## src/rtl/pgw_pkg.sv

```systemverilog
// shared types, codes and the descriptor helper of the page table builder and walker
package pgw_pkg;

  localparam int TABLE_COUNT_DEF = 64;
  localparam int ENTRIES_PER_TABLE = 512;
  localparam int IDX_W = 9;
  localparam int CFG_AW = 5;
  localparam int CFG_DW = 32;

  // operation codes
  localparam logic [1:0] OP_START  = 2'd0;
  localparam logic [1:0] OP_MAP    = 2'd1;
  localparam logic [1:0] OP_LOOKUP = 2'd2;

  // status codes
  localparam logic [1:0] ST_OK       = 2'd0;
  localparam logic [1:0] ST_NO_TABLE = 2'd1;
  localparam logic [1:0] ST_WINDOW   = 2'd2;
  localparam logic [1:0] ST_CONFLICT = 2'd3;

  // register indexes
  localparam logic [2:0] REG_TEXT_START = 3'd0;
  localparam logic [2:0] REG_TEXT_END   = 3'd1;
  localparam logic [2:0] REG_VEC_START  = 3'd2;
  localparam logic [2:0] REG_VEC_END    = 3'd3;
  localparam logic [2:0] REG_RO_START   = 3'd4;
  localparam logic [2:0] REG_RO_END     = 3'd5;
  localparam logic [2:0] REG_POOL_BASE  = 3'd6;

  typedef struct packed {
    logic [31:0] text_start;
    logic [31:0] text_end;
    logic [31:0] vectors_start;
    logic [31:0] vectors_end;
    logic [31:0] rodata_start;
    logic [31:0] rodata_end;
    logic [30:0] pool_base;
  } cfg_t;

  typedef enum logic [2:0] {
    S_IDLE, S_READ, S_EVAL, S_CLEAR, S_OUT
  } state_t;

  // leaf descriptor for a page below 2 GiB
  function automatic logic [63:0] leaf_desc(input logic [18:0] pg, input logic dev,
                                            input cfg_t c);
    logic [32:0] p0;
    logic [32:0] p1;
    logic txt;
    logic ro;
    logic [11:0] low;
    p0 = {2'b00, pg, 12'h000};
    p1 = p0 + 33'h1000;
    txt = (p0 < {1'b0, c.text_end} && {1'b0, c.text_start} < p1) ||
          (p0 < {1'b0, c.vectors_end} && {1'b0, c.vectors_start} < p1);
    ro = txt || (p0 < {1'b0, c.rodata_end} && {1'b0, c.rodata_start} < p1);
    if (dev) begin
      leaf_desc = {9'd0, 1'b1, 1'b1, 22'd0, pg, 12'h703};
    end else begin
      low = ro ? 12'h787 : 12'h707;
      leaf_desc = {9'd0, ~txt, ~txt, 22'd0, pg, low};
    end
  endfunction

endpackage

```

## src/rtl/pgw_cfg.sv

```systemverilog
// configuration registers behind the apb-style port
module pgw_cfg (
  input  logic                          clk,
  input  logic                          rst_n,
  input  logic                          psel,
  input  logic                          penable,
  input  logic                          pwrite,
  input  logic [pgw_pkg::CFG_AW-1:0]    paddr,
  input  logic [pgw_pkg::CFG_DW-1:0]    pwdata,
  output logic [pgw_pkg::CFG_DW-1:0]    prdata,
  output logic                          pready,
  output pgw_pkg::cfg_t                 cfg
);

  pgw_pkg::cfg_t cfg_r;
  logic [2:0]    idx;
  logic          wr;

  assign idx = paddr[4:2];
  assign wr = psel && penable && pwrite;
  assign pready = 1'b1;
  assign cfg = cfg_r;

  // register writes
  always_ff @(posedge clk) begin
    if (!rst_n) begin
      cfg_r <= '0;
    end else if (wr) begin
      case (idx)
        pgw_pkg::REG_TEXT_START: cfg_r.text_start <= pwdata;
        pgw_pkg::REG_TEXT_END:   cfg_r.text_end <= pwdata;
        pgw_pkg::REG_VEC_START:  cfg_r.vectors_start <= pwdata;
        pgw_pkg::REG_VEC_END:    cfg_r.vectors_end <= pwdata;
        pgw_pkg::REG_RO_START:   cfg_r.rodata_start <= pwdata;
        pgw_pkg::REG_RO_END:     cfg_r.rodata_end <= pwdata;
        pgw_pkg::REG_POOL_BASE:  cfg_r.pool_base <= pwdata[30:0];
        default: ;
      endcase
    end
  end

  // register reads
  always_comb begin
    case (idx)
      pgw_pkg::REG_TEXT_START: prdata = cfg_r.text_start;
      pgw_pkg::REG_TEXT_END:   prdata = cfg_r.text_end;
      pgw_pkg::REG_VEC_START:  prdata = cfg_r.vectors_start;
      pgw_pkg::REG_VEC_END:    prdata = cfg_r.vectors_end;
      pgw_pkg::REG_RO_START:   prdata = cfg_r.rodata_start;
      pgw_pkg::REG_RO_END:     prdata = cfg_r.rodata_end;
      pgw_pkg::REG_POOL_BASE:  prdata = {1'b0, cfg_r.pool_base};
      default:                 prdata = '0;
    endcase
  end

endmodule

```

## config.mk

```make
export PLATFORM = sky130hd
export DESIGN_NAME = pgw_cfg
export DESIGN_NICKNAME = d
export VERILOG_FILES = /design/src/rtl/pgw_pkg.sv /design/src/rtl/pgw_cfg.sv
export SDC_FILE = /design/constraint.sdc
export NUM_CORES = 1
export LEC_CHECK = 0
export BUFFER_PORTS_ARGS = -buffer_cell sky130_fd_sc_hd__clkbuf_2
export CAP_MARGIN = 5
export CORE_ASPECT_RATIO = 1.75
export CORE_MARGIN = 2
export CORE_UTILIZATION = 45
export DETAILED_ROUTE_END_ITERATION = 7
export HOLD_SLACK_MARGIN = 0.03
export PLACE_DENSITY = 0.71
export REMOVE_ABC_BUFFERS = 1
export SLEW_MARGIN = 20
export SYNTH_ARGS = -nofsm -noshare
export SYNTH_HDL_FRONTEND = slang
export SYNTH_SLANG_ARGS = --single-unit
```

## constraint.sdc

```tcl
create_clock -name clk -period 1.91 [get_ports clk]
set_clock_uncertainty 0.05 [all_clocks]
set_input_delay 0.382 -clock clk [delete_from_list [all_inputs] [get_ports clk]]
set_output_delay 0.382 -clock clk [all_outputs]
set_load 0.05 [all_outputs]
```

; ---- After elaboration in Yosys (flattened, before gate mapping)
; Cells that the tools add are included.
[op_classes]
mux = 1
eq_ne = 6
n_reduce_logical = 10
[ops]
columns = operator, count
row1 = one-hot mux 32 bit (7 select lines), 1
row2 = AND reduction 2 bit, 7
row3 = "equality test 3 bit, second input constant", 3
row4 = "equality test 3 x 2 -> 1 bit, second input constant", 2
row5 = "equality test 3 x 1 -> 1 bit, second input constant", 1
row6 = zero test 3 bit, 1
row7 = logical AND 1 bit, 2
[totals]
elab_cells = 24
regBits = 223
input_bits = 42

; ---- Longest topological paths before layout
; Gate-level depths: netlist of the first run.
[depth]
ltp_word = 3
depth_mapped = 6
depth_no_buf = 3

; ---- Worst setup path before layout of the first run
; OpenSTA, ideal clock, no wires.
[synth_timing]
path_kind = input to output
start = input paddr[3] in the netlist's numbering
end = output prdata[10] in the netlist's numbering
stages = 5
n_path_buf = 3
arrival_ps = 2363
required_ps = 1478
path_slack_ps = -885
cell_sequence = buf_2 -> buf_4 -> buf_2 -> mux2i_1 -> a221oi_1
[synth_via]
elab_chain_cells = 2
word_cells_on_any_way = 8
[synth_rtl]
columns = element, line_no
row1 = "start, declared", pgw_cfg.sv:8  ; input logic [pgw_pkg::CFG_AW-1:0] paddr,
row2 = equality test 3 bit (tied with other cells), pgw_cfg.sv:44  ; case (idx)
row3 = one-hot mux 32 bit (7 select lines) (*), pgw_cfg.sv:44
row4 = "end, declared", pgw_cfg.sv:10  ; output logic [pgw_pkg::CFG_DW-1:0] prdata,
; Mark *: on every way between the ends. The rest lies on a longest branch, timed or not.

; ---- Worst setup path after layout of the first run
[layout_timing]
start = register cfg_r, in the netlist cfg[27]
end = output prdata[27] in the netlist's numbering
[layout_via]
elab_chain_cells = 1
[layout_rtl]
columns = element, line_no
row1 = "start, declared", pgw_cfg.sv:15  ; pgw_pkg::cfg_t cfg_r;
row2 = one-hot mux 32 bit (7 select lines), pgw_cfg.sv:44
; Every way passes these cells.

==> key figures, run 1 <==
Power
  • Peak supply drop: 0.0006572 V
  • PwrDens: 687.4 nW/um^2
  • Overall power: 10.08 mW
  • P_leak: 6.300 nW

Logic synthesis
  • FFs w/ async S/R, synth: 0%
  • Synth Area in XOR/XNOR: 0%
  • Post-synthesis adder-cell area fraction: 0%
  • Post-synthesis compound-gate area fraction: 6.160%
  • Post-synthesis sequential area ratio: 45.60%
  • Cells after Synth: 981
  • Number of flops mapped to enable cells by yosys: 0
  • Synth Register Bits: 223
  • Largest family of logic cells by synthesized area: multiplexers
  • Simple-Gate Fraction of Synth Area: 11.76%
  • Mean post-synth cell area: 9.980 sq um
  • Mux share of post-synthesis cell area: 31.85%
  • YS warnings: 0
  • Synth cell types: 29
  • Top_reg_cell synth: dfxtp_1
  • Post-Synthesis Cell Area: 9791 sq um

Place
  • Port Buffers: 294
  • Detailed placer's ending HPWL: 23090 um
  • Dpl ws: -0.4212 ns
  • Gpl congestion: 0.8658

Global route
  • Vias in the first global route: 9229
  • Tot GR Track Use: 28.40%
  • Gr ovfl total: 0
  • First-pass GRT wire length: 50600 um
  • Initial antenna violation count: 1
  • Largest net degree at the start of global routing: 67

Worst setup path
  • CP Class: flop to output pin
  • Max incr delay on CP: 0.33 ns
  • Critical Path AT: 1.79 ns
  • Worst Setup Start Kind: flop
  • Worst path bufs/invs: 1
  • CP top delay family: compound AO/OA/AOI/OAI gates
  • Req. time, crit path: 1.48 ns
  • Type of destination of the critical path: output pin
  • Worst r2r dst: cfg[34]
  • Worst R2R Setup Slack: 1.02 ns
  • Worst path depth: 4
  • Worst r2r src: cfg[34]
  • Crit path cell chain: mux2_2, a222oi_1, o211ai_1, clkbuf_16
  • R2R depth: 4
  • CP max-delay cell: dfxtp_2
  • Crit path launch: cfg[27]
  • Crit path capture: prdata[27]
  • Crit-path max FO: 3

Routing
  • Routed WL: 34520 um
  • # DRC: 0
  • Iteration count of the initial detailed-routing pass: 6
  • DR vias/cell: 5.445
  • Final ANT Viol Nets: 0
  • Via count: 9181
  • Per-cell routed wire length: 20.47 um
  • Drt first-iter violations: 634

Cells and area
  • Number of flip-flops in the largest register: 223
  • NumNets Final: 1423
  • Area grow syn2layout: 49.70%
  • Fraction of layout instances using a drive strength above 1: 46.95%

STA
  • RSZ-0062 raised after global routing: yes
  • Pins Over Slew Limit: 0
  • Hold WS: 0.1516 ns
  • Fin. Hold Viols: 0
  • Setup Total Neg Slack: -5.144 ns
  • Final period utilization: 116.1%
  • Final min period: 2.218 ns
  • Final setup vio count: 32
  • Final critical-path setup slack: -0.3077 ns
  • Fmax: 450.9 MHz

Worst hold path
  • Hold Crit Class: input port to flop

Floorplanning
  • I/O pin cnt: 298
  • Die H: 199.1 um
  • Die X: 115.5 um
  • Die area: 23000 sq um
  • Core area: 21410 sq um
  • Initial Util: 45.73%
  • Row cnt: 71

CTS
  • Root Buffer: clkbuf_16
  • Total CTS buffers: 21
  • CTS tree: yes
  • Clock Path Buffers: 3
  • H-Tree Depth: 1
  • Clk_lat worst skew: 0.48 ns
  • Clock Sinks: 223
  • Clock-pin slew on the worst setup and hold paths: 0.06 ns
  • Hold buffers post-CTS: 0

Run
  • Max-capacitance violation count: 0

Status
  • Outcome: finished with violations
  • Failing checks: negative setup slack
layout by cell type (no fill, tap or decap), types with 2 or more instances in the layout:
| master | netlist | routed |
|---|---|---|
| buf_6 | 0 | 12 |
| o211ai_1 | 9 | 9 |
| o221a_2 | 21 | 3 |
| clkbuf_8 | 0 | 20 |
| clkinv_2 | 0 | 4 |
| bufinv_16 | 0 | 2 |
| a221oi_4 | 0 | 6 |
| inv_1 | 22 | 12 |
| dfxtp_2 | 0 | 80 |
| buf_16 | 0 | 3 |
| inv_2 | 0 | 10 |
| mux2i_1 | 298 | 288 |
| nand2_1 | 256 | 256 |
| clkbuf_2 | 0 | 258 |
| buf_12 | 0 | 34 |
| nand3b_1 | 9 | 9 |
| dfxtp_1 | 223 | 143 |
| a222oi_1 | 9 | 9 |
| nor2_4 | 0 | 6 |
| clkbuf_1 | 43 | 7 |
| and3b_2 | 0 | 2 |
| mux2_2 | 10 | 6 |
| buf_8 | 0 | 12 |
| mux2i_2 | 0 | 7 |
| clkbuf_16 | 0 | 24 |
| mux2_4 | 0 | 4 |
| buf_4 | 10 | 114 |
| o221a_4 | 0 | 18 |
| mux2i_4 | 0 | 3 |
| a221oi_2 | 0 | 15 |
synthesized netlist by cell type, types with 2 or more instances:
library cell	count	area share [%]
o221a_2	21	2.4
inv_1	22	0.84
nand2b_1	2	0.13
mux2_2	10	1.2
buf_2	24	1.2
a221oi_1	21	1.9
clkbuf_1	43	1.6
nand3b_1	9	0.69
and3b_1	2	0.18
buf_1	3	0.12
a222oi_1	9	0.92
nor2_1	6	0.23
nor2b_1	2	0.13
nand2_1	256	9.8
o211ai_1	9	0.69
dfxtp_1	223	46
buf_4	10	0.77
mux2i_1	298	30
worst reg2reg max path, cell delays in order (launching register included):
cell and delay, ns:
dfxtp_2 0.33, buf_4 0.13, buf_4 0.13, nand2_1 0.05
mux2i_1 0.08
through the flow:
step	instance area, sq um	instances	util (%)
finish	14660	1686	68.46
global route	14660	1686	68.46
CTS	14220	1664	66.44
detailed placement	12410	1580	57.96
global placement	12410	1580	57.96
floorplan	9423	901	-
logic make-up after synthesis:
group / after synthesis
compound gates: 63
buf+inv: 102
flops: 223
mux: 309
other cells: 1
simple gates: 283
final cells by class:
type                            instances  area (sq um)
Antenna cell                            1         2.502
Timing Repair Buffer                  457          3602
Inverter                               22         82.58
Fill cell                            1589          6753
Clock buffer                           29         565.5
Clock inverter                          6         80.08
Multi-Input combinational cell        656          5394
Sequential cell                       223          4564
Tap cell                              292         365.4
how the worst min path moves through the flow:
stage | startpoint | to | slack [ns] | cells after the start
final | rst_n | cfg[154] | 0.15 | 3
after global routing | rst_n | cfg[154] | 0.16 | 3
after CTS | rst_n | cfg[154] | 0.14 | 3
after detailed placement | cfg[14] | cfg[14] | 0.41 | 2
after global placement | cfg[157] | cfg[157] | 0.41 | 2
after floorplan | rst_n | cfg[0] | 0.48 | 2
what timing repair did:
item	CTS	global route
setup buffers	45	21
endpoints found under the setup margin	32	32
resized for setup	201	60
cloned	4	1
pin swaps	38	25
per-layer routing:
layer	vias to the layer above	share of wire, %	track usage, %
met2	399	53	52.37
met4	0	6.6	17.05
met1	4427	36	30.55
met5	-	0	0
met3	126	4.8	2.881
li1	4229	-	-
where the power goes:
part | internal, mW | switching [mW] | leakage [nW] | total [mW]
Sequential | 4.68 | 0.0288 | 1.84 | 4.71
Combinational | 0.523 | 0.770 | 4.14 | 1.29
Clock | 2.33 | 1.74 | 0.318 | 4.07
Total | 7.54 | 2.53 | 6.30 | 10.1
(Power assumes the default switching activity.)
==> inputs of run 2 (changes only) <==
CAP_MARGIN = unset   (was 5)
CORE_MARGIN = unset   (was 2)
CTS_BUF_LIST = sky130_fd_sc_hd__clkbuf_4 sky130_fd_sc_hd__clkbuf_8   (was unset)
==> key figures, run 2 (synthesized netlist as in run 1, its figures left out) <==
Worst setup path
  • Crit path capture: prdata[18]
  • R2R depth: 4 (unchanged)
  • Worst Setup Start Kind: input port
  • Worst R2R Setup Slack: 1.01 ns (about the same)
  • Worst r2r dst: cfg[182]
  • Crit path launch: paddr[3]
  • Crit-path max FO: 17 (+14)
  • Req. time, crit path: 1.48 ns (about the same)
  • Type of destination of the critical path: output pin
  • CP Class: input port to output pin
  • Critical Path AT: 1.74 ns (-0.05 ns)
  • Worst r2r src: cfg[182]

Global route
  • Initial antenna violation count: 0 (-1)
  • Tot GR Track Use: 29.24% (+0.84 points)
  • Largest net degree at the start of global routing: 45 (-33%)
  • First-pass GRT wire length: 50710 um (+0.22%)
  • Vias in the first global route: 9337 (+1.2%)
  • Gr ovfl total: 0 (unchanged)

Worst hold path
  • Hold Crit Class: input port to flop
  • Hold path cells: 3 (unchanged)

STA
  • Final setup vio count: 32 (unchanged)
  • Fmax: 459.5 MHz (+1.9%)
  • Fin. Hold Viols: 0 (unchanged)
  • Setup Total Neg Slack: -6.034 ns (-0.8900 ns)
  • Final period utilization: 113.9% (-2.2 points)
  • Final critical-path setup slack: -0.2661 ns (+0.04158 ns)
  • Pins Over Slew Limit: 0 (unchanged)
  • Final min period: 2.176 ns (-0.04158 ns)
  • RSZ-0062 raised after global routing: yes

Routing
  • Routed WL: 33720 um (-2.3%)
  • Final ANT Viol Nets: 0 (unchanged)
  • # DRC: 0 (unchanged)
  • Iteration count of the initial detailed-routing pass: 5 (-1)
  • Drt first-iter violations: 520 (-18%)
  • DR vias/cell: 5.368 (-1.4%)
  • Per-cell routed wire length: 19.64 um (-4.1%)
  • Via count: 9216 (+0.38%)

Cells and area
  • Number of flip-flops in the largest register: 223 (unchanged)
  • Fillers: 1622 (+2.1%)
  • Area of the multi-input gates: 5184 sq um (-3.9%)
  • Commonest non-fill, non-tap cell in the layout: mux2i_1
  • Antenna Cells: 0 (-1)
  • Final core utilization: 67.10% (-1.4 points)
  • Fraction of layout instances using a drive strength above 1: 48.35% (+1.4 points)
  • Register area: 4576 sq um (+0.25%)
  • Area grow syn2layout: 46.74%
  • NumNets Final: 1446 (+1.6%)
  • Most frequent cells in the layout: mux2i_1, clkbuf_2, nand2_1, buf_4, dfxtp_1

Floorplanning
  • Die area: 22370 sq um (-2.7%)
  • I/O pin cnt: 298 (unchanged)
  • Core area: 21410 sq um (unchanged)
  • Initial Util: 45.73% (unchanged)
  • Die H: 197.1 um (-1.0%)
  • Row cnt: 71 (unchanged)
  • Die X: 113.5 um (-1.7%)

Place
  • Detailed placer's ending HPWL: 22960 um (-0.53%)
  • Gpl congestion: 0.8874 (+2.5%)
  • Port Buffers: 294 (unchanged)

CTS
  • Clock Path Buffers: 3 (unchanged)
  • Root Buffer: clkbuf_8
  • Clock-pin slew on the worst setup and hold paths: 0.06 ns (about the same)
  • Clk_lat worst skew: 0.55 ns (+0.07 ns)
  • Hold buffers post-CTS: 0 (unchanged)
  • Clock Sinks: 223 (unchanged)
  • H-Tree Depth: 1 (unchanged)
  • Total CTS buffers: 31 (+48%)
  • CTS tree: yes

Run
  • Max-capacitance violation count: 0 (unchanged)

Power
  • PwrDens: 685.0 nW/um^2 (-0.35%)
  • Peak supply drop: 0.0005769 V (-12%)
  • Overall power: 9.841 mW (-2.3%)
  • P_leak: 6.317 nW (+0.26%)

Status
  • Outcome: finished with violations
  • Failing checks: negative setup slack
run 2: repair_timing:
item | in CTS | in global routing
setup buffers | 48 | 18
pin swaps | 26 | 22
resized for setup | 172 | 28
setup endpoints to repair | 32 | 32
run 2: how the worst min path moves through the flow:
stage | startpoint | to | slack, ns
after detailed placement | cfg[28] | cfg[28] | 0.41
after global routing | rst_n | cfg[77] | 0.11
final | rst_n | cfg[77] | 0.13
after CTS | rst_n | cfg[77] | 0.09
after global placement | cfg[15] | cfg[15] | 0.40
after floorplan | rst_n | cfg[0] | 0.48
run 2: power breakdown:
group / switching, mW / internal (mW) / leakage [nW]
combinational: 0.737 / 0.456 / 4.12
clock: 1.76 / 2.17 / 0.359
sequential: 0.0283 / 4.68 / 1.84
run 2: final cells by class:
class,count,share of cell area [%]
clock inverter,5,0.3484
timing repair buffer,470,24.30
multi-input combinational,656,36.08
inverter,22,0.5748
tap,292,2.543
sequential,223,31.85
clock buffer,49,4.302
run 2: stage by stage:
stage	cells	setup slack [ns]	instance area, sq um	hold slack, ns
finish	1717	-0.2661	14370	0.1279
global route	1717	-0.3555	14370	0.1107
CTS	1699	-0.2912	14160	0.09100
detailed placement	1597	-0.4008	12570	0.4125
global placement	1597	-0.3949	12570	0.4026
floorplan	901	-1.366	9423	0.4796
run 2: critical path, cell delays in order:
cell      delay, ns
buf_6          0.11
buf_12         0.16
buf_12         0.17
buf_4          0.15
mux2i_1        0.13
a221oi_2       0.31
buf_4          0.17
buf_12         0.13
run 2: layer usage:
| layer | global-route usage (%) | vias to the layer above | routed length (um) |
|---|---|---|---|
| met3 | 4.234 | 149 | 1517 |
| met1 | 31.10 | 4430 | 12600 |
| met5 | 0 | - | 0 |
| met4 | 21.35 | 0 | 2442 |
| met2 | 51.99 | 369 | 17160 |
| li1 | - | 4268 | - |
